File: src/rtl/core/tkf_pkg.sv
// ----------------------------------------------------------------------------
// Tilt Kalman filter package
// Widths, register indexes, constants and the CORDIC arctangent table.
// ----------------------------------------------------------------------------
package tkf_pkg;

  localparam int ELAPSED_W = 20;
  localparam int RATE_W    = 16;
  localparam int ACCEL_W   = 16;
  localparam int ANGLE_W   = 16;
  localparam int VAR_W     = 24;
  localparam int EST_VAR_W = 32;
  localparam int CFG_IDX_W = 2;

  localparam logic [CFG_IDX_W-1:0] CFG_GYRO_VAR = 2'd0;
  localparam logic [CFG_IDX_W-1:0] CFG_MEAS_VAR = 2'd1;

  localparam logic [VAR_W-1:0] GYRO_VAR_RST = 24'd655;
  localparam logic [VAR_W-1:0] MEAS_VAR_RST = 24'd65536;

  localparam int USEC_PER_S = 1000000;
  localparam int HALF_USEC  = 500000;

  // Division by one million: the numerator drops its low RCP_SHIFT bits and is
  // multiplied by floor(2^45 / 10^6); the estimate is short by at most two.
  localparam int          CDIV_NUM_W = 45;
  localparam int          CDIV_QUO_W = 25;
  localparam int          RCP_SHIFT  = 13;
  localparam logic [25:0] USEC_RCP   = 26'd35184372;

  localparam int DIV_NUM_W = 49;
  localparam int DIV_DEN_W = 33;
  localparam int DIV_CNT_W = 6;

  localparam int CORDIC_STEPS_DEF = 16;
  localparam int ATAN_LEN         = 24;
  localparam int ATAN_IDX_W       = 5;
  localparam int CORDIC_W         = 34;
  localparam int CORDIC_PRESHIFT  = 14;

  localparam logic signed [CORDIC_W-1:0] HALF_PI_Q30 = 34'sd1686629713;

  localparam logic [31:0] ATAN_TAB [ATAN_LEN] = '{
    32'd843314856, 32'd497837829, 32'd263043836, 32'd133525158, 32'd67021686,
    32'd33543515, 32'd16775850, 32'd8388437, 32'd4194282, 32'd2097149,
    32'd1048575, 32'd524287, 32'd262143, 32'd131071, 32'd65535, 32'd32767,
    32'd16383, 32'd8191, 32'd4095, 32'd2047, 32'd1023, 32'd511, 32'd255, 32'd127
  };

  typedef struct packed {
    logic busy;
    logic done;
  } unit_status_t;

endpackage

File: src/rtl/core/tkf_div.sv
// ----------------------------------------------------------------------------
// Restoring divider
// Unsigned division, one quotient bit per cycle, used for the Kalman gain quotient.
// ----------------------------------------------------------------------------
module tkf_div (
  input  logic                            clk_i,
  input  logic                            rst_ni,
  input  logic                            start_i,
  input  logic [tkf_pkg::DIV_NUM_W-1:0]   num_i,
  input  logic [tkf_pkg::DIV_DEN_W-1:0]   den_i,
  output logic [tkf_pkg::DIV_NUM_W-1:0]   quo_o,
  output tkf_pkg::unit_status_t           status_o
);
  import tkf_pkg::*;

  logic [DIV_NUM_W-1:0] shf_q, shf_d;
  logic [DIV_DEN_W-1:0] den_q, den_d;
  logic [DIV_DEN_W-1:0] rem_q, rem_d;
  logic [DIV_DEN_W:0]   rem_sh, rem_sub;
  logic [DIV_CNT_W-1:0] cnt_q, cnt_d;
  logic                 busy_q, busy_d, done_q, done_d;
  logic                 qbit;

  always_comb begin
    rem_sh  = {rem_q, shf_q[DIV_NUM_W-1]};
    rem_sub = rem_sh - {1'b0, den_q};
    qbit    = rem_sh >= {1'b0, den_q};
    shf_d   = shf_q;
    den_d   = den_q;
    rem_d   = rem_q;
    cnt_d   = cnt_q;
    busy_d  = busy_q;
    done_d  = 1'b0;
    if (start_i) begin
      shf_d  = num_i;
      den_d  = den_i;
      rem_d  = '0;
      cnt_d  = DIV_CNT_W'(DIV_NUM_W);
      busy_d = 1'b1;
    end else if (busy_q) begin
      rem_d = qbit ? rem_sub[DIV_DEN_W-1:0] : rem_sh[DIV_DEN_W-1:0];
      shf_d = {shf_q[DIV_NUM_W-2:0], qbit};
      cnt_d = cnt_q - 1'b1;
      if (cnt_q == DIV_CNT_W'(1)) begin
        busy_d = 1'b0;
        done_d = 1'b1;
      end
    end
  end

  always_ff @(posedge clk_i or negedge rst_ni) begin
    if (!rst_ni) begin
      cnt_q  <= '0;
      busy_q <= 1'b0;
      done_q <= 1'b0;
    end else begin
      cnt_q  <= cnt_d;
      busy_q <= busy_d;
      done_q <= done_d;
    end
  end

  always_ff @(posedge clk_i) begin
    shf_q <= shf_d;
    den_q <= den_d;
    rem_q <= rem_d;
  end

  assign quo_o         = shf_q;
  assign status_o.busy = busy_q;
  assign status_o.done = done_q;

endmodule

File: config.mk
export PLATFORM = sky130hd
export DESIGN_NAME = tkf_div
export DESIGN_NICKNAME = d
export VERILOG_FILES = /design/src/rtl/core/tkf_pkg.sv /design/src/rtl/core/tkf_div.sv
export SDC_FILE = /design/constraint.sdc
export NUM_CORES = 1
export LEC_CHECK = 0
export BUFFER_PORTS_ARGS = -buffer_cell sky130_fd_sc_hd__buf_2
export CAP_MARGIN = 5
export CORE_MARGIN = 5
export CORE_UTILIZATION = 43
export CTS_BUF_LIST = sky130_fd_sc_hd__clkbuf_8
export DETAILED_ROUTE_END_ITERATION = 16
export PLACE_DENSITY = 0.68
export SLEW_MARGIN = 0
export SYNTH_ARGS = -nofsm -noshare
export SYNTH_HDL_FRONTEND = slang
export SYNTH_SLANG_ARGS = --single-unit
export TNS_END_PERCENT = 30
File: constraint.sdc
create_clock -name clk_i -period 5.3 [get_ports clk_i]
set_input_delay 1.06 -clock clk_i [delete_from_list [all_inputs] [get_ports clk_i]]
set_output_delay 1.06 -clock clk_i [all_outputs]
set_load 0.01 [all_outputs]
# After elaboration in Yosys (flattened, before gate mapping)
# Index checks and enable logic that the tools add are counted.
dict set report word_totals {
  register_bits 123
  in_bits 85
  output_inout_bits 51
}
dict set report op_classes {
  add_sub_neg 2
  order_cmp 1
  n_eq_ne 1
  mux 11
  n_reduce_logical 1
}
# operator count
set ops {}
lappend ops {{$mux 49} 2}
lappend ops {{$ge 34x33->1} 1}
lappend ops {{$mux 33} 1}
lappend ops {{$sub 33x33->33} 1}
lappend ops {{$mux 6} 2}
lappend ops {{$eq 6x1->1 const B} 1}
lappend ops {{$mux 1} 6}
lappend ops {{$sub 6x1->6 const B} 1}
lappend ops {{$reduce_bool 2->1} 1}

# Depth between registers and ports, before layout
dict set report depth {
  word_depth 4
  mapped_depth 14
  ltp_nobuf 12
}

# Worst setup path before layout
# Ideal clock, no wire load.
dict set report synth_path {
  path_kind {input-to-reg}
  startpoint {input start_i}
  endpoint {register shf_q[0], in the netlist quo_o[0], enable pin}
  arrival_time_ns 2.565
  setup_slack_ns 2.332
  cell_stages 4
  n_path_buf 2
  path_cell_list {clkbuf_1 > nor2_1 > clkbuf_1 > inv_1}
}
dict set report synth_between {
  elab_chain_cells 1
}
# element line
set synth_rtl {}
lappend synth_rtl {{start: declaration} tkf_div.sv:8} ;# input logic start_i,
lappend synth_rtl {{$reduce_bool 2->1 (no source line)} -}
lappend synth_rtl {{end signal: assignment} tkf_div.sv:64} ;# shf_q <= shf_d;
lappend synth_rtl {{end: declaration} tkf_div.sv:16} ;# logic [DIV_NUM_W-1:0] shf_q, shf_d;
# Every way passes these cells.
# A chain may end at the register's enable or synchronous reset.

# Worst setup path in the final report
dict set report layout_path {
  startpoint {register shf_q[48], in the netlist quo_o[48]}
  endpoint {register shf_q[0], in the netlist quo_o[0], data pin}
}
dict set report layout_between {
  elab_chain_cells 3
}
# element line
set layout_rtl {}
lappend layout_rtl {{$ge 34x33->1} tkf_div.sv:27} ;# qbit = rem_sh >= {1'b0, den_q};
lappend layout_rtl {{$mux 49} tkf_div.sv:40} ;# end else if (busy_q) begin
lappend layout_rtl {{$mux 49} tkf_div.sv:34} ;# if (start_i) begin
lappend layout_rtl {{via shf_d[0]} tkf_div.sv:16}
# The timed path passes the listed nets, and every way through them passes these cells. The select of a mux whose other input is x is not followed.

==> qor.yml <==
power_and_ir_drop:
  powerDensity_nw_per_um2: 361.4
  finalPower_mw: 2.945
  ir_worst_vdd_mv: 0.2389
  power_leakage_nw: 3.429
worst_setup_path:
  startpoint_type: "flop"
  path_max_fanout: 24
  cp.arrival_ps: 3610
  worstRegToRegCells: 11
  crit_type: "reg2reg"
  reg2reg_from: "quo_o[48]"
  reg2reg_to: "quo_o[0]"
  reg2reg_slack_ps: 1900
  required_ps: 5500
  cp-startpoint: "quo_o[48]"
  crit_end: "quo_o[0]"
  cp-end-kind: "flop"
synthesis:
  syn_avg_cell_area_um2: 10.77
  synth.top_cell.area_share_pct: 35.38
  synth_edf_count: 82
  async_reset_ff_share_pct: 6.504
  synth_cells: 646
  ys_types: 70
  ys_seq_area_share_pct: 47.74
  yosys_most_used_dff: "edfxtp_1"
  ys_seq_elements: 123
  synthTopCellsByArea: "edfxtp_1, dfxtp_1, mux2_2"
  syn-num-nets: 767
  yosysWarnings: 0
  yosysTopAreaCell: "edfxtp_1"
  syn-cell-area_um2: 6960
sta:
  rsz0062_at_grt: "false"
  fmax_ghz: 0.2938
  finalClockSkew_ps: 19.14
  worst_pin_slew_ps: 1055
  hold_slack_ps: 437.8
  hold_viol_final: 0
  drv_slew: 0
  fin_setup_tns_ps: 0
  setup_viol: 0
  min_period_ps: 3404
  finalCritPeriodShare_pct: 64.22
  relSlewSlack_pct: 29.65
  fin_ws_ps: 1896
placement:
  port_buffers: 135
  postPlaceCellArea_um2: 7767
  globalplace.congestion: 0.8792
  hpwl_mm: 11.88
  dp.cells: 969
  pre_cts_slack_ps: 1945
grt:
  antenna_found_initial: 0
  grtUsageTotal_pct: 18.45
  grt_first_pass_wirelength_mm: 27.48
  grt_max_degree: 68
  grt_overflow_total: 0
  grt_pass1_vias: 5660
floorplan:
  die_x_um: 137.2
  core_um2: 15890
  initial_core_util_pct: 43.82
  fp-row-count: 46
  die_area_um2: 18830
  die_y_um: 137.2
  pin_count: 136
routing:
  wl_met3_mm: 1.335
  firstDrtPassIters: 5
  drt_wl_total_mm: 16.69
  ant_nets: 0
  wl_met2_mm: 7.823
  via_per_inst: 5.507
  top_layer: "met4"
  vias: 5513
  detail_route.wl_per_cell_um: 16.67
  routedLengthMet1_mm: 7.337
  drt-initial-drc-count: 395
  route.detailed.drc: 0
min_path:
  worstHoldPathType: "in2async"
clock_network:
  cts_tree: "done"
  cts_resized: 0
  cts-root-buf: "clkbuf_8"
  h-tree-depth: 4
  cts_made_buffers: 17
  post-cts-setup-buffer-count: 0
  clock_latency_ps: 450
  cts_hold_buf: 0
  path_clk_slew_ps: 80
  cts_buffer_depth: 2
  cts_sinks: 123
final_layout:
  fin_cells: 1001
  fillers: 1483
  num_antenna_cells: 0
  stdcell_area_um2: 8148
  drive_above_1_share_pct: 30.70
  area_delta_synth_final_pct: 17.06
  nets: 893
  final_util_pct: 51.29
run_status:
  status: "complete, no violations"
run:
  max_cap_viol_count: 0
flip-flops by register name (all words and copies together) (netlist names):
name    count
busy_q      1
den_q      33
cnt_q       6
rem_q      33
quo_o      49
done_q      1
cell type report:
cell class                      instances  area [um2]  share of cell area [%]
Sequential cell                       123        3323                   40.79
Timing Repair Buffer                  137       693.2                   8.507
Multi-Input combinational cell        449        3316                   40.69
Clock inverter                         13       118.9                   1.459
Inverter                               44       165.2                   2.027
Clock buffer                           19       261.5                   3.209
Tap cell                              216       270.3                   3.317
Yosys cell counts (3+ instances only):
master / instances
nand2b_1: 7
o21ai_0: 25
a311oi_2: 4
ha_1: 35
a21o_1: 8
nand3_1: 12
buf_6: 3
o2111ai_1: 4
nor2_1: 47
a21boi_0: 3
a31oi_1: 3
a311oi_1: 18
mux2_2: 49
or3_1: 5
dfxtp_1: 33
a41oi_1: 4
nand4_1: 7
inv_1: 44
buf_2: 4
nor3_1: 11
a21oi_1: 36
xor2_1: 6
a32oi_1: 6
dfrtp_1: 8
buf_1: 6
and3_1: 4
o21a_1: 4
mux2i_1: 8
a211oi_1: 5
edfxtp_1: 82
o211ai_1: 5
and4_1: 4
and2_1: 3
nor2b_1: 7
buf_4: 4
nand2_1: 59
clkbuf_1: 12
xnor2_1: 17
metal layers:
layer,GRT usage (%),vias up
met3,7.122,18
met5,0,-
met1,23.49,2640
met2,29.37,195
met4,5.211,0
li1,-,2660
critical path, stage by stage (launching register included):
cell	delay (ps)
edfxtp_1	420
inv_1	80
ha_1	180
inv_1	70
fa_1	400
a21oi_1	250
o21ai_1	100
a21oi_1	350
o211ai_2	190
o211ai_4	290
nand2_2	400
mux2_2	420
cell usage in the layout (no fill, tap or decap), drive strengths merged, types with 6 or more instances in the layout:
master	n
buf	137
edfxtp	82
nand2	60
mux2	49
nor2	47
inv	47
a21oi	37
ha	35
dfxtp	33
o21ai	27
a311oi	22
clkbuf	19
xnor2	17
nand3	12
nor3	11
a21o	8
mux2i	8
dfrtp	8
o211ai	8
nand4	7
nand2b	7
nor2b	7
a211oi	7
a32oi	6
xor2	6
clkinvlp	6
and4	6
kinds of logic (layout without fill, tap and decap cells):
logic type | Yosys count | in the layout | share of synthesized area, %
AND/OR/NAND/NOR | 185 | 185 | 13.27
flip-flops | 123 | 123 | 47.74
adder cells (fa/ha/maj) | 36 | 36 | 6.579
buffers and inverters | 74 | 213 | 4.620
AO/OA/AOI/OAI | 148 | 148 | 15.82
multiplexers | 57 | 57 | 9.078
XOR/XNOR | 23 | 23 | 2.894
how the worst min path moves through the flow:
stage / depth (start not counted) / slack [ps] / from / endpoint
final: 1 / 440 / rst_ni / done_q
after global routing: 1 / 420 / rst_ni / cnt_q[2]
after CTS: 1 / 400 / rst_ni / done_q
after detailed placement: 2 / 490 / rem_q[11] / rem_q[11]
after global placement: 2 / 480 / rem_q[17] / rem_q[18]
after floorplan: 2 / 450 / rem_q[2] / rem_q[2]
report_power, final:
group | switching, mW | leakage (nW) | internal (mW)
Combinational | 0.518 | 2.05 | 0.383
Clock | 0.410 | 0.178 | 0.396
Sequential | 0.0825 | 1.20 | 1.16
Total | 1.01 | 3.43 | 1.93
(Power assumes the default switching activity.)
