<file path="config.mk">
export PLATFORM = sky130hd
export DESIGN_NAME = tkf_cordic
export DESIGN_NICKNAME = d
export VERILOG_FILES = /design/src/rtl/core/tkf_pkg.sv /design/src/rtl/core/tkf_cordic.sv
export SDC_FILE = /design/constraint.sdc
export NUM_CORES = 1
export LEC_CHECK = 0
export BUFFER_PORTS_ARGS = -buffer_cell sky130_fd_sc_hd__clkbuf_2
export CORE_MARGIN = 4
export CORE_UTILIZATION = 40
export CTS_BUF_LIST = sky130_fd_sc_hd__clkbuf_4
export DETAILED_ROUTE_END_ITERATION = 6
export SLEW_MARGIN = 20
export SYNTH_ARGS = -nofsm -noshare
export SYNTH_HDL_FRONTEND = slang
export SYNTH_SLANG_ARGS = --single-unit
</file>
<file path="constraint.sdc">
create_clock -name clk_i -period 17.4 [get_ports clk_i]
set_input_delay 0.87 -clock clk_i [delete_from_list [all_inputs] [get_ports clk_i]]
set_output_delay 0.87 -clock clk_i [all_outputs]
set_load 0.05 [all_outputs]
</file>
<file path="src/rtl/core/tkf_pkg.sv">
// ----------------------------------------------------------------------------
// Tilt Kalman filter package
// Widths, register indexes, constants and the CORDIC arctangent table.
// ----------------------------------------------------------------------------
package tkf_pkg;

  localparam int ELAPSED_W = 20;
  localparam int RATE_W    = 16;
  localparam int ACCEL_W   = 16;
  localparam int ANGLE_W   = 16;
  localparam int VAR_W     = 24;
  localparam int EST_VAR_W = 32;
  localparam int CFG_IDX_W = 2;

  localparam logic [CFG_IDX_W-1:0] CFG_GYRO_VAR = 2'd0;
  localparam logic [CFG_IDX_W-1:0] CFG_MEAS_VAR = 2'd1;

  localparam logic [VAR_W-1:0] GYRO_VAR_RST = 24'd655;
  localparam logic [VAR_W-1:0] MEAS_VAR_RST = 24'd65536;

  localparam int USEC_PER_S = 1000000;
  localparam int HALF_USEC  = 500000;

  // Division by one million: the numerator drops its low RCP_SHIFT bits and is
  // multiplied by floor(2^45 / 10^6); the estimate is short by at most two.
  localparam int          CDIV_NUM_W = 45;
  localparam int          CDIV_QUO_W = 25;
  localparam int          RCP_SHIFT  = 13;
  localparam logic [25:0] USEC_RCP   = 26'd35184372;

  localparam int DIV_NUM_W = 49;
  localparam int DIV_DEN_W = 33;
  localparam int DIV_CNT_W = 6;

  localparam int CORDIC_STEPS_DEF = 16;
  localparam int ATAN_LEN         = 24;
  localparam int ATAN_IDX_W       = 5;
  localparam int CORDIC_W         = 34;
  localparam int CORDIC_PRESHIFT  = 14;

  localparam logic signed [CORDIC_W-1:0] HALF_PI_Q30 = 34'sd1686629713;

  localparam logic [31:0] ATAN_TAB [ATAN_LEN] = '{
    32'd843314856, 32'd497837829, 32'd263043836, 32'd133525158, 32'd67021686,
    32'd33543515, 32'd16775850, 32'd8388437, 32'd4194282, 32'd2097149,
    32'd1048575, 32'd524287, 32'd262143, 32'd131071, 32'd65535, 32'd32767,
    32'd16383, 32'd8191, 32'd4095, 32'd2047, 32'd1023, 32'd511, 32'd255, 32'd127
  };

  typedef struct packed {
    logic busy;
    logic done;
  } unit_status_t;

endpackage

</file>
<file path="src/rtl/core/tkf_cordic.sv">
// ----------------------------------------------------------------------------
// Vectoring CORDIC
// Computes atan2(y, x) in Q3.13, one micro-rotation per cycle.
// ----------------------------------------------------------------------------
module tkf_cordic #(
  parameter int STEPS = tkf_pkg::CORDIC_STEPS_DEF
) (
  input  logic                                clk_i,
  input  logic                                rst_ni,
  input  logic                                start_i,
  input  logic signed [tkf_pkg::ACCEL_W:0]    y_i,
  input  logic signed [tkf_pkg::ACCEL_W-1:0]  x_i,
  output logic signed [tkf_pkg::ANGLE_W-1:0]  angle_o,
  output tkf_pkg::unit_status_t               status_o
);
  import tkf_pkg::*;

  // Steps beyond the arctangent table act as the full table.
  localparam int STEPS_USED = (STEPS > ATAN_LEN) ? ATAN_LEN : STEPS;

  logic signed [CORDIC_W-1:0] xs_q, xs_d, ys_q, ys_d, acc_q, acc_d;
  logic signed [CORDIC_W-1:0] xs0, ys0, dx, dy, atan_v, acc_mag;
  logic [ATAN_IDX_W-1:0]      cnt_q, cnt_d;
  logic                       busy_q, busy_d, done_q, done_d;
  logic [CORDIC_W-1:0]        rnd;
  logic signed [CORDIC_W-17:0] q_s;

  always_comb begin
    xs0    = CORDIC_W'(x_i) <<< CORDIC_PRESHIFT;
    ys0    = CORDIC_W'(y_i) <<< CORDIC_PRESHIFT;
    dx     = ys_q >>> cnt_q;
    dy     = xs_q >>> cnt_q;
    atan_v = CORDIC_W'(ATAN_TAB[cnt_q]);
    xs_d   = xs_q;
    ys_d   = ys_q;
    acc_d  = acc_q;
    cnt_d  = cnt_q;
    busy_d = busy_q;
    done_d = 1'b0;
    if (start_i) begin
      cnt_d  = '0;
      busy_d = 1'b1;
      if (xs0 < 0) begin
        if (ys0 >= 0) begin
          xs_d  = ys0;
          ys_d  = -xs0;
          acc_d = HALF_PI_Q30;
        end else begin
          xs_d  = -ys0;
          ys_d  = xs0;
          acc_d = -HALF_PI_Q30;
        end
      end else begin
        xs_d  = xs0;
        ys_d  = ys0;
        acc_d = '0;
      end
    end else if (busy_q) begin
      if (ys_q > 0) begin
        xs_d  = xs_q + dx;
        ys_d  = ys_q - dy;
        acc_d = acc_q + atan_v;
      end else if (ys_q < 0) begin
        xs_d  = xs_q - dx;
        ys_d  = ys_q + dy;
        acc_d = acc_q - atan_v;
      end
      cnt_d = cnt_q + 1'b1;
      if (cnt_q == ATAN_IDX_W'(STEPS_USED - 1)) begin
        busy_d = 1'b0;
        done_d = 1'b1;
      end
    end
  end

  always_comb begin
    acc_mag = (acc_q < 0) ? -acc_q : acc_q;
    rnd     = acc_mag + CORDIC_W'(65536);
    q_s     = (acc_q < 0) ? -$signed({1'b0, rnd[CORDIC_W-1:17]})
                          : $signed({1'b0, rnd[CORDIC_W-1:17]});
    if (q_s > 32767) begin
      angle_o = 16'sh7FFF;
    end else if (q_s < -32768) begin
      angle_o = -16'sh8000;
    end else begin
      angle_o = q_s[ANGLE_W-1:0];
    end
  end

  always_ff @(posedge clk_i or negedge rst_ni) begin
    if (!rst_ni) begin
      cnt_q  <= '0;
      busy_q <= 1'b0;
      done_q <= 1'b0;
    end else begin
      cnt_q  <= cnt_d;
      busy_q <= busy_d;
      done_q <= done_d;
    end
  end

  always_ff @(posedge clk_i) begin
    xs_q  <= xs_d;
    ys_q  <= ys_d;
    acc_q <= acc_d;
  end

  assign status_o.busy = busy_q;
  assign status_o.done = done_q;

endmodule

</file>
======== Word level (Yosys, flattened, before mapping) ========
Memories as Yosys holds them, arrays and structs flattened.
Index checks and enable logic that the tools add are counted.
operators by class
  magnitude comparators ................... 8
  reductions and logical operators ........ 3
  add/subtract/negate cells ............... 12
  bitwise operators ....................... 1
  muxes and demuxes ....................... 32
  equality and inequality tests ........... 1
  shift-type cells ........................ 2
operator list
  operator                                                                               number
  34-bit two-way mux                                                                     19
  34-bit adder                                                                           2
  34-bit by 1-bit < comparator with 1-bit output (second input constant)                 2
  34-bit by 5-bit >>> shifter with 34-bit output                                         2
  34-bit subtractor                                                                      2
  32-bit two-way mux                                                                     2
  34-bit by 18-bit adder with 34-bit output (second input constant)                      1
  34-bit by 33-bit adder with 34-bit output                                              1
  34-bit by 1-bit greater-than comparator with 1-bit output (second input constant)      1
  30-bit negation with 34-bit output                                                     1
  31-bit negation with 34-bit output                                                     1
  34-bit negation                                                                        1
  34-bit by 33-bit subtractor with 34-bit output                                         1
  16-bit two-way mux                                                                     2
  31-bit by 1-bit greater-or-equal comparator with 1-bit output (second input constant)  1
  30-bit by 1-bit < comparator with 1-bit output (second input constant)                 1
  18-bit by 16-bit greater-than comparator with 1-bit output (second input constant)     1
  18-bit by 16-bit < comparator with 1-bit output (second input constant)                1
  18-bit two-way mux                                                                     1
  17-bit negation with 18-bit output                                                     1
  5-bit two-way mux                                                                      2
  6-bit greater-or-equal comparator (second input constant)                              1
  1-bit two-way mux                                                                      6
  5-bit inverter with 6-bit output                                                       1
  5 further kinds                                                                        5
word-level totals
  memory bits (read-only) ................. 1024
  logic and storage cells ................. 66
  output and inout bits ................... 18
  memories ................................ 1
  input port bits ......................... 36
  bits in registers ....................... 109
memories
  name              depth  bits a word  read ports  clocked after Yosys merged registers in  write ports  line              source
  (name not given)  32     32           1           0                                        0            tkf_cordic.sv:33  atan_v = CORDIC_W'(ATAN_TAB[cnt_q]);

======== Depth between registers and ports, before layout ========
  depth after elaboration ................. 9
  mapped depth ............................ 30
  depth with buffers taken out ............ 24

======== Least setup slack after synthesis ========
OpenSTA, ideal clock, no wires.
  path type ............................... reg-to-output
  start point ............................. register acc_q[33]
  end point ............................... output angle_o[7] (netlist bit)
  arrival ................................. 5687 ps
  stages on the path, launching flop included .. 18
  required time ........................... 16530 ps
  slack ................................... 10843 ps
  cells stage by stage .................... edfxtp_1 > clkbuf_1 > clkbuf_1 > clkbuf_1 > clkbuf_1 > o21ai_0 > xnor2_1 > ha_1 > and2_1 > nand3_1 > mux2_2 > and2_1 > or4b_1 > a21o_1 > or3_1 > nor4b_1 > nor3_2 > o31ai_1
on the way
  cells in the longest elaborated chain, start to end .. 8
ends and longest elaborated chain
  what                                                                                      line                                source
  start: declaration                                                                        tkf_cordic.sv:21                    logic signed [CORDIC_W-1:0] xs_q, xs_d, ys_q, ys_d, acc_q, acc_d;
  start signal: assignment                                                                  tkf_cordic.sv:105                   acc_q <= acc_d;
  34-bit negation / 34-bit by 1-bit < comparator with 1-bit output (equally long branches)  tkf_cordic.sv:77, tkf_cordic.sv:79
  34-bit two-way mux                                                                        tkf_cordic.sv:77                    acc_mag = (acc_q < 0) ? -acc_q : acc_q;
  34-bit by 18-bit adder with 34-bit output                                                 tkf_cordic.sv:78                    rnd = acc_mag + CORDIC_W'(65536);
  17-bit negation with 18-bit output                                                        tkf_cordic.sv:79                    q_s = (acc_q < 0) ? -$signed({1'b0, rnd[CORDIC_W-1:17]})
  18-bit two-way mux (*)                                                                    tkf_cordic.sv:79
  18-bit by 16-bit < comparator with 1-bit output                                           tkf_cordic.sv:83                    end else if (q_s < -32768) begin
  16-bit two-way mux                                                                        tkf_cordic.sv:83
  16-bit two-way mux (*)                                                                    tkf_cordic.sv:81                    if (q_s > 32767) begin
  end: declaration                                                                          tkf_cordic.sv:13                    output logic signed [tkf_pkg::ANGLE_W-1:0] angle_o,
Every way passes the cells marked *; elsewhere a longest branch is shown, timed or not.

======== Final worst setup path ========
  start point ............................. register cnt_q[1]
  end point ............................... register ys_q[29], data pin
on the way
  cells in the longest elaborated chain, start to end .. 6
ends and longest elaborated chain
  what                                                line               source
  start: declaration                                  tkf_cordic.sv:23   logic [ATAN_IDX_W-1:0] cnt_q, cnt_d;
  start signal: assignment                            tkf_cordic.sv:96   cnt_q <= cnt_d;
  34-bit by 5-bit >>> shifter with 34-bit output (*)  tkf_cordic.sv:32   dy = xs_q >>> cnt_q;
  34-bit adder                                        tkf_cordic.sv:65   ys_d = ys_q + dy;
  34-bit two-way mux                                  tkf_cordic.sv:63   end else if (ys_q < 0) begin
  34-bit two-way mux (*)                              tkf_cordic.sv:59   if (ys_q > 0) begin
  34-bit two-way mux (*)                              tkf_cordic.sv:58   end else if (busy_q) begin
  34-bit two-way mux (*)                              tkf_cordic.sv:40   if (start_i) begin
  via ys_d[29]                                        tkf_cordic.sv:21
  end signal: assignment                              tkf_cordic.sv:104  ys_q <= ys_d;
  end: declaration                                    tkf_cordic.sv:21
The timed path passes the listed nets; every way through them passes the cells marked *. The select of a mux whose other input is x is not followed.
A chain may end at the register's enable or synchronous reset.

==> results.json <==
{
  "run_status": "finished clean",
  "dp_hpwl_um": 50400,
  "ys.flop_type": "sky130_fd_sc_hd__edfxtp_1",
  "die_h_um": 225,
  "grt_first_pass_wirelength_um": 102000,
  "final_weighted_congestion_of_routability_driven_global_placement": 0.983,
  "vias_in_the_first_global_route": 17500,
  "max-slew-margin-rel_pct": 28.2,
  "worstMarginPinSlew_ps": 1070,
  "wire_per_inst_um": 23.3,
  "yosys_register_bits": 109,
  "area_share_of_the_leading_cell_type_in_the_synthesized_netlist_pct": 16.3,
  "detail-route-antenna-nets": 0,
  "worstSetupStartpointType": "flop",
  "dominant_cells_by_area_after_synthesis": "sky130_fd_sc_hd__edfxtp_1, sky130_fd_sc_hd__mux4_2, sky130_fd_sc_hd__ha_1, sky130_fd_sc_hd__xnor2_1, sky130_fd_sc_hd__a21oi_1",
  "yosys.cell_types.count": 104,
  "synth_top_cells_by_count": "sky130_fd_sc_hd__nor2_1, sky130_fd_sc_hd__nand2_1, sky130_fd_sc_hd__a21oi_1",
  "yosys_warnings": 0,
  "fin_clk_skew_ps": 58.6,
  "final_design_area_no_fill_um2": 19500,
  "design.final.nets": 2398,
  "clock_tree.htree_level_count": 3,
  "final_cycle_utilization_of_the_critical_path_pct": 45.2,
  "placement_rows": 79,
  "drive_gt1_share_pct": 11.1,
  "grt_antenna_before_repair": 2,
  "floorplan.initialDensity_pct": 40.4,
  "combined_global_route_utilization_of_all_metal_layers_pct": 25.3,
  "synth-edff-count": 102,
  "cts-hold-fix-buffers": 1,
  "cts_setup_buffers": 0,
  "timing.max_cap.violations": 0,
  "setup_viol": 0,
  "final-hold-violation-count": 0,
  "cp.buffers_inverters": 2,
  "post_synth_instance_area_um2": 18800,
  "max_stage_delay_ps": 1100,
  "grt_overflow_total": 0,
  "critical-path-top-cell-by-count": "sky130_fd_sc_hd__o21ai_0",
  "criticalPathCategory": "flop to flop",
  "worstPathArrival_ps": 8250,
  "reg_to_reg_setup_timing_slack_ps": 9540,
  "cts-buffers-inserted": 9,
  "synth-seq-area-share_pct": 17.2,
  "asyncSetResetFlopFracSynth_pct": 6.42,
  "ioPinCount": 54,
  "setup.worst_path.end_class": "flop",
  "drv_slew": 0,
  "clk_path_buf_depth": 2,
  "grt_max_degree": 87,
  "cts_repair_resize_count": 0,
  "detail_route.first_pass.iterations": 6,
  "final.setup.tns_ps": 0,
  "synthMostInstantiatedCell": "sky130_fd_sc_hd__nor2_1",
  "crit_required_ps": 17790,
  "tritoncts_clock_tree": "done",
  "achievable_clock_frequency_mhz": 127,
  "ctsRootBufferMaster": "sky130_fd_sc_hd__clkbuf_4",
  "port-buffer-count": 53,
  "postSynthNetCount": 2449,
  "drc": 0,
  "final_period_minus_worst_setup_slack_ps": 7860,
  "detailroute.via_count": 18400,
  "detail_route.iter0.violations": 1594,
  "core_area_um2": 46600,
  "dpl_cell_area_um2": 19400,
  "clock_latency_ps": 670,
  "synth_area_leader_cell": "sky130_fd_sc_hd__edfxtp_1",
  "cp_top_family": "compound AO/OA/AOI/OAI gates",
  "chipWidth_um": 225,
  "viasPerCell": 6.45,
  "die_ar_um2": 50600,
  "worst_hold_slack_ps": 535,
  "timing.critical_path.cells": "buf_4 > mux4_2 > mux2i_1 > nand3_1 > o32ai_1 > a21oi_1 > or4_1 > nor2_1 > a21oi_1 > xnor2_1 > ha_1 > nand4_1 > nor2_1 > inv_1 > o41ai_1 > o311ai_0 > o21ai_0 > a31oi_1 > o21ai_0 > xnor2_1 > o21ai_0",
  "drt-total-wl_um": 66700,
  "clock-sinks": 109,
  "rsz0062_at_grt": "false",
  "utilization_pct": 42.0,
  "number_of_instances_in_the_synthesized_netlist": 2295,
  "min-delay-path-class": "primary input to async pin",
  "area_growth_pct": 3.72,
  "worstPathMaxFanout": 71,
  "clk_transition_reported_paths_ps": 250,
  "syn_area_per_cell_um2": 8.21,
  "worst_path_max_delay_cell": "sky130_fd_sc_hd__dfrtp_4"
}
==> state kept, by name (all words and copies together) (netlist names) <==
| register | cells |
|---|---|
| acc_q | 34 |
| ys_q | 34 |
| xs_q | 34 |
| cnt_q | 5 |
| done_q | 1 |
| busy_q | 1 |
==> layout make-up <==
cell class                      count  area, µm²
Multi-Input combinational cell   1982      14600
Timing Repair Buffer               84        503
Tap cell                          607        759
Sequential cell                   109       3250
Antenna cell                        2       5.00
Clock buffer                        9       67.6
Inverter                           58        218
Clock inverter                      7       85.1
Fill cell                        4716      27000
==> through the flow <==
| step | cells | worst slack, ps |
|---|---|---|
| final | 2858 | 9540 |
| after global routing | 2858 | 8950 |
| after CTS | 2856 | 9670 |
| after detailed placement | 2839 | 9770 |
| after global placement | 2839 | 9840 |
| after floorplan | 2295 | 10840 |
==> worst reg2reg max path: cells and delay by family (launching register included) <==
kind            cells  cell delay (ps)
buf+inv             2              730
mux                 2             1100
fa+ha+maj           1              390
xor+xnor            2              300
flops               1             1100
compound gates      9             2510
simple gates        5             1450
==> metal layers <==
metal | GRT usage (%) | vias to the layer above | wire length (µm)
met4 | 10.1 | 0 | 2710
met2 | 41.8 | 729 | 31200
met5 | 0 | - | 0
li1 | - | 8625 | -
met1 | 33.1 | 8923 | 27900
met3 | 4.49 | 154 | 4860
==> worst paths after layout <==
kind	from	end	cells past startpoint
worst max-delay path	cnt_q[1]	ys_q[29]	21
worst min-delay path	rst_ni	done_q	2
worst max register to register	cnt_q[1]	ys_q[29]	21
worst min register to register	cnt_q[2]	cnt_q[2]	2
max in group asynchronous	rst_ni	cnt_q[1]	2
min in group clk_i	y_i[15]	xs_q[30]	2
==> kinds of logic (layout without fill, tap and decap cells) <==
family                     count (synthesis)  after routing  share of synthesized area (%)
adders and majority gates                118            118                           7.96
buffers and inverters                    204            158                           5.20
muxes                                    167            167                           14.8
AOI/OAI and AO/OA                        738            738                           25.2
and+or+nand+nor                          746            746                           19.6
other                                      0              2                              0
DFF                                      109            109                           17.2
xor gates and xnor gates                 213            213                           9.91
==> layout by cell type (no fill, tap or decap), types with 8 or more instances in the layout <==
cell and instances:
sky130_fd_sc_hd__nor2_1 204, sky130_fd_sc_hd__nand2_1 195, sky130_fd_sc_hd__a21oi_1 185, sky130_fd_sc_hd__o21ai_0 174, sky130_fd_sc_hd__xnor2_1 131, sky130_fd_sc_hd__ha_1 115, sky130_fd_sc_hd__edfxtp_1 102, sky130_fd_sc_hd__xor2_1 82
sky130_fd_sc_hd__mux4_2 74, sky130_fd_sc_hd__a21o_1 57, sky130_fd_sc_hd__mux2i_1 55, sky130_fd_sc_hd__inv_1 53, sky130_fd_sc_hd__clkbuf_2 52, sky130_fd_sc_hd__nor3_1 51, sky130_fd_sc_hd__nand3_1 43, sky130_fd_sc_hd__o211ai_1 43
sky130_fd_sc_hd__nand2b_1 34, sky130_fd_sc_hd__a31oi_1 34, sky130_fd_sc_hd__a211oi_1 31, sky130_fd_sc_hd__o31ai_1 31, sky130_fd_sc_hd__buf_4 31, sky130_fd_sc_hd__and2_1 30, sky130_fd_sc_hd__mux2_2 28, sky130_fd_sc_hd__nor2b_1 28
sky130_fd_sc_hd__or3_1 28, sky130_fd_sc_hd__o21a_1 21, sky130_fd_sc_hd__nor4_1 21, sky130_fd_sc_hd__nand4_1 21, sky130_fd_sc_hd__o22ai_1 20, sky130_fd_sc_hd__and3_1 18, sky130_fd_sc_hd__or2_2 11, sky130_fd_sc_hd__a22oi_1 11
sky130_fd_sc_hd__mux4_1 10, sky130_fd_sc_hd__nor3b_1 10, sky130_fd_sc_hd__o21bai_1 10, sky130_fd_sc_hd__a211o_1 9, sky130_fd_sc_hd__a21boi_0 9, sky130_fd_sc_hd__clkbuf_4 9, sky130_fd_sc_hd__o41ai_1 8
Power is left out: the tool's default activity adds up to more than one toggle a clock period on the data nets, which glitch-free logic cannot reach.
